`config.mk`:
```
export PLATFORM = sky130hd
export DESIGN_NAME = iidl_cell
export DESIGN_NICKNAME = d
export VERILOG_FILES = /design/src/hdl/iidl_pkg.sv /design/src/hdl/iidl_cell.sv
export SDC_FILE = /design/constraint.sdc
export NUM_CORES = 1
export LEC_CHECK = 0
export BUFFER_PORTS_ARGS = -buffer_cell sky130_fd_sc_hd__buf_2
export CAP_MARGIN = 20
export CELL_PAD_IN_SITES_DETAIL_PLACEMENT = 0
export CELL_PAD_IN_SITES_GLOBAL_PLACEMENT = 2
export CORE_UTILIZATION = 24
export CTS_CLUSTER_SIZE = 16
export DETAILED_ROUTE_END_ITERATION = 8
export PLACE_DENSITY = 0.88
export SLEW_MARGIN = 20
export SYNTH_ARGS = -nofsm -noshare
export SYNTH_HDL_FRONTEND = slang
export SYNTH_SLANG_ARGS = --single-unit
```
`constraint.sdc`:
```
create_clock -name clk -period 10.8 [get_ports clk]
set_clock_uncertainty 0.15 [all_clocks]
set_input_delay 2.16 -clock clk [delete_from_list [all_inputs] [get_ports clk]]
set_output_delay 2.16 -clock clk [all_outputs]
set_load 0.01 [all_outputs]
```
`src/hdl/iidl_pkg.sv`:
```
// Package for the indexed insert/delete list.
// Holds sizes, opcode and status codes, the cell control struct and helper functions.
// No dependencies.
package iidl_pkg;

    localparam int CAPACITY   = 64;
    localparam int DATA_WIDTH = 32;

    localparam int OP_W       = 3;
    localparam int POS_W      = 7;
    localparam int IN_DATA_W  = 32;
    localparam int RESULT_W   = 32;
    localparam int ST_W       = 2;
    localparam int ENTRY_W    = 7;

    localparam int CNT_W      = $clog2(CAPACITY + 1);
    localparam int CMP_W      = (CNT_W > POS_W) ? CNT_W : POS_W;

    localparam logic [OP_W-1:0] OP_READ     = 3'd0;
    localparam logic [OP_W-1:0] OP_INS_HEAD = 3'd1;
    localparam logic [OP_W-1:0] OP_INS_TAIL = 3'd2;
    localparam logic [OP_W-1:0] OP_INS_AT   = 3'd3;
    localparam logic [OP_W-1:0] OP_DELETE   = 3'd4;

    localparam logic [ST_W-1:0] ST_DONE  = 2'd0;
    localparam logic [ST_W-1:0] ST_RANGE = 2'd1;
    localparam logic [ST_W-1:0] ST_FULL  = 2'd2;

    typedef struct packed {
        logic                  ins_en;
        logic                  del_en;
        logic [CMP_W-1:0]      pos;
        logic [DATA_WIDTH-1:0] data;
    } cell_ctrl_t;

    function automatic logic [DATA_WIDTH-1:0] to_cell(input logic [IN_DATA_W-1:0] d);
        logic [DATA_WIDTH-1:0] r;
        for (int i = 0; i < DATA_WIDTH; i++)
        begin
            r[i] = d[(i < IN_DATA_W) ? i : IN_DATA_W - 1];
        end
        return r;
    endfunction

    function automatic logic [RESULT_W-1:0] to_result(input logic [DATA_WIDTH-1:0] v);
        logic [RESULT_W-1:0] r;
        for (int i = 0; i < RESULT_W; i++)
        begin
            r[i] = v[(i < DATA_WIDTH) ? i : DATA_WIDTH - 1];
        end
        return r;
    endfunction

endpackage

```
`src/hdl/iidl_cell.sv`:
```
// One storage cell of the list chain; depends on iidl_pkg.
// Takes the left neighbour's value or the new data on an insert, the right one's on delete.
module iidl_cell
(
    input  logic                            clk,
    input  iidl_pkg::cell_ctrl_t            ctrl,
    input  logic [iidl_pkg::CMP_W-1:0]      cell_index,
    input  logic [iidl_pkg::DATA_WIDTH-1:0] prev_value,
    input  logic [iidl_pkg::DATA_WIDTH-1:0] next_value,
    output logic [iidl_pkg::DATA_WIDTH-1:0] value,
    output logic [iidl_pkg::DATA_WIDTH-1:0] tap
);
    import iidl_pkg::*;

    logic [DATA_WIDTH-1:0] value_reg;
    logic [DATA_WIDTH-1:0] value_next;
    logic                  at_pos;
    logic                  above_pos;

    assign at_pos    = (cell_index == ctrl.pos);
    assign above_pos = (cell_index > ctrl.pos);

    always_comb
    begin
        value_next = value_reg;
        if (ctrl.ins_en)
        begin
            if (above_pos)
                value_next = prev_value;
            else if (at_pos)
                value_next = ctrl.data;
        end
        else if (ctrl.del_en)
        begin
            if (above_pos || at_pos)
                value_next = next_value;
        end
    end

    always_ff @(posedge clk)
    begin
        value_reg <= value_next;
    end

    assign value = value_reg;
    assign tap   = at_pos ? value_reg : '0;

endmodule

```
==> flow_metrics.tcl <==
set metrics [dict create \
    status "finished clean" \
    rows 37 \
    yosysUniqueCellTypes 24 \
    grt_max_degree 82 \
    cp-end-kind "output pin" \
    remaining_drc_errors 0 \
    cts_tree "done" \
    drv_slew 0 \
    diodes 0 \
    io_buffers 176 \
    grtUsageTotal_pct 15.9 \
    n_fill_cell 1124 \
    routed_wl_mm 9.36 \
    synth.most_common_cell "and3_1" \
    rsz0062_at_grt "no" \
    largest_register_ffs 32 \
    drtIter0Drc 150 \
    cellPowerDensity_mw_per_mm2 104 \
    slowest_stage "and4_2" \
    min_path_type "input port to register" \
    first_global_vias 2808 \
    syn-num-nets 415 \
    final.setup.tns_ns 0 \
    leakagePower_nw 1.76 \
    antenna_left 0 \
    crit_required_ns 8.49 \
    fin_crit_ns 5.93 \
    syn_area_mm2 0.00263 \
    core_mm2 0.0105 \
    wl_per_cell_um 16.1 \
    firstDrtPassIters 4 \
    htree_levels 2 \
    timing.final.hold_violations 0 \
    synth-seq-cells 32 \
    cts_sinks 32 \
    crit_top_cell "buf_2" \
    critPathMaxStageDelay_ns 0.66 \
    place_congestion 0.778 \
    cts_root_buffer "clkbuf_8" \
    area_growth_pct 39.0 \
    vias 3011 \
    die_width_um 107 \
    clk_path_buf_depth 2 \
    initial_core_util_pct 25.2 \
    hpwl_mm 6.60 \
    layout-drive-gt1-share_pct 43.9 \
    grt_pass1_wl_mm 14.3 \
    clk_pin_slew_ns 0.07 \
    fin_crit_sh_pct 54.9 \
    viasPerCell 5.19 \
    crit_chain "buf_2 -> inv_1 -> ha_1 -> and4_2 -> and3_1 -> buf_2" \
    synth-async-reset-ratio_pct 0 \
    ys_seq_area_share_pct 36.5 \
    synth_top_cell_by_area "edfxtp_1" \
    path_max_fanout 37 \
    die_y_um 107 \
    finalPower_mw 0.381 \
    synthCells 295 \
    cts_resized 0 \
    antenna_found_initial 0 \
    hp-start "ctrl[20]" \
    post_cts_buffers 0 \
    hold_buffers 0 \
    synth.top_cells.by_area "edfxtp_1, o2111ai_1, and3_1, a31oi_1, nand4_1" \
    critPathKind "input port to output pin" \
    clock.fmax_mhz 169 \
    crit_arrival_ns 3.62 \
    synth_top_area_share_pct 36.5 \
    setup_viol 0 \
    grt-ovfl-total 0 \
    yosys_warnings 0 \
    finalNetCount 564 \
    synth_edf_count 32 \
    ir_drop_uv 38.5 \
    ioPinCount 177 \
    dieArea_mm2 0.0114 \
    slew_headroom_pct 53.1 \
    ys.flop_type "edfxtp_1" \
    drv_cap 0 \
    crit_path_start_kind "input port" \
    max_slew.worst_pin.slew_ns 0.704 \
    startpoint "ctrl[38]" \
    avgSynthCellArea_um2 8.92 \
    numCtsBuffers 5 \
]
-- metal layers --
metal | GRT usage (%) | part of all wire [%] | vias to the layer above
met1 | 20.2 | 45 | 1401
met5 | 0 | 0 | -
li1 | - | - | 1481
met2 | 27.6 | 48 | 122
met4 | 4.60 | 1.0 | 0
met3 | 2.43 | 5.4 | 7
-- stage by stage --
stage	cells	setup slack [ns]	utilization [%]	hold WS [ns]	instance area (um2)
floorplan	295	5.29	-	2.24	2630
global placement	571	4.53	33.7	2.34	3520
detailed placement	572	4.49	34.0	2.35	3550
CTS	579	4.50	34.7	2.05	3630
global route	580	4.73	35.0	2.06	3660
finish	580	4.87	35.0	2.06	3660
-- area by class of cell --
class	instances	area, um2	area share, %
Multi-Input combinational cell	215	1450	39.6
Timing Repair Buffer	183	976	26.7
Sequential cell	32	961	26.3
Tap cell	136	170	4.65
Clock buffer	6	72.6	1.98
Inverter	7	26.3	0.718
Clock inverter	1	5.00	0.137
-- final timing paths --
path | endpoint | slack [ns] | depth (start not counted)
max | tap[31] | 4.87 | 6
min | value[20]$_DFFE_PP_ | 2.06 | 3
-- cell families after synthesis --
group                    count (synthesis)  share of synthesized area [%]
AND/OR/NAND/NOR                        135                           30.6
AO/OA/AOI/OAI                           73                           20.3
buffers and inverters                   48                           9.27
flip-flops                              32                           36.5
adder cells (fa/ha/maj)                  7                           3.33
-- worst max-delay path: cells and delay by family --
family / cells / cell delay, ns
simple gates: 2 / 0.92
fa+ha+maj: 1 / 0.30
buf+inv: 3 / 0.23
-- power breakdown --
| part | switching (mW) | internal [mW] |
|---|---|---|
| combinational | 0.0694 | 0.0509 |
| clock | 0.0448 | 0.0438 |
| sequential | 0.00916 | 0.163 |
| total | 0.123 | 0.258 |
-- placed cells by master, fill, tap and decap left out --
cell,instances
a21o_1,1
edfxtp_1,32
and3b_1,1
a21oi_1,2
nor2b_1,32
a31oi_1,32
and3_1,32
nand3_1,32
o21a_1,2
and2_4,1
clkinv_2,1
buf_16,2
o2111ai_1,32
and4_2,1
inv_1,7
o21ai_2,2
nand2_1,2
clkbuf_1,1
clkbuf_8,5
a21oi_4,1
buf_4,6
ha_1,7
nand4_1,32
nor2_1,1
buf_2,175
o31ai_1,1
and3_2,1
(Power assumes the default switching activity.)
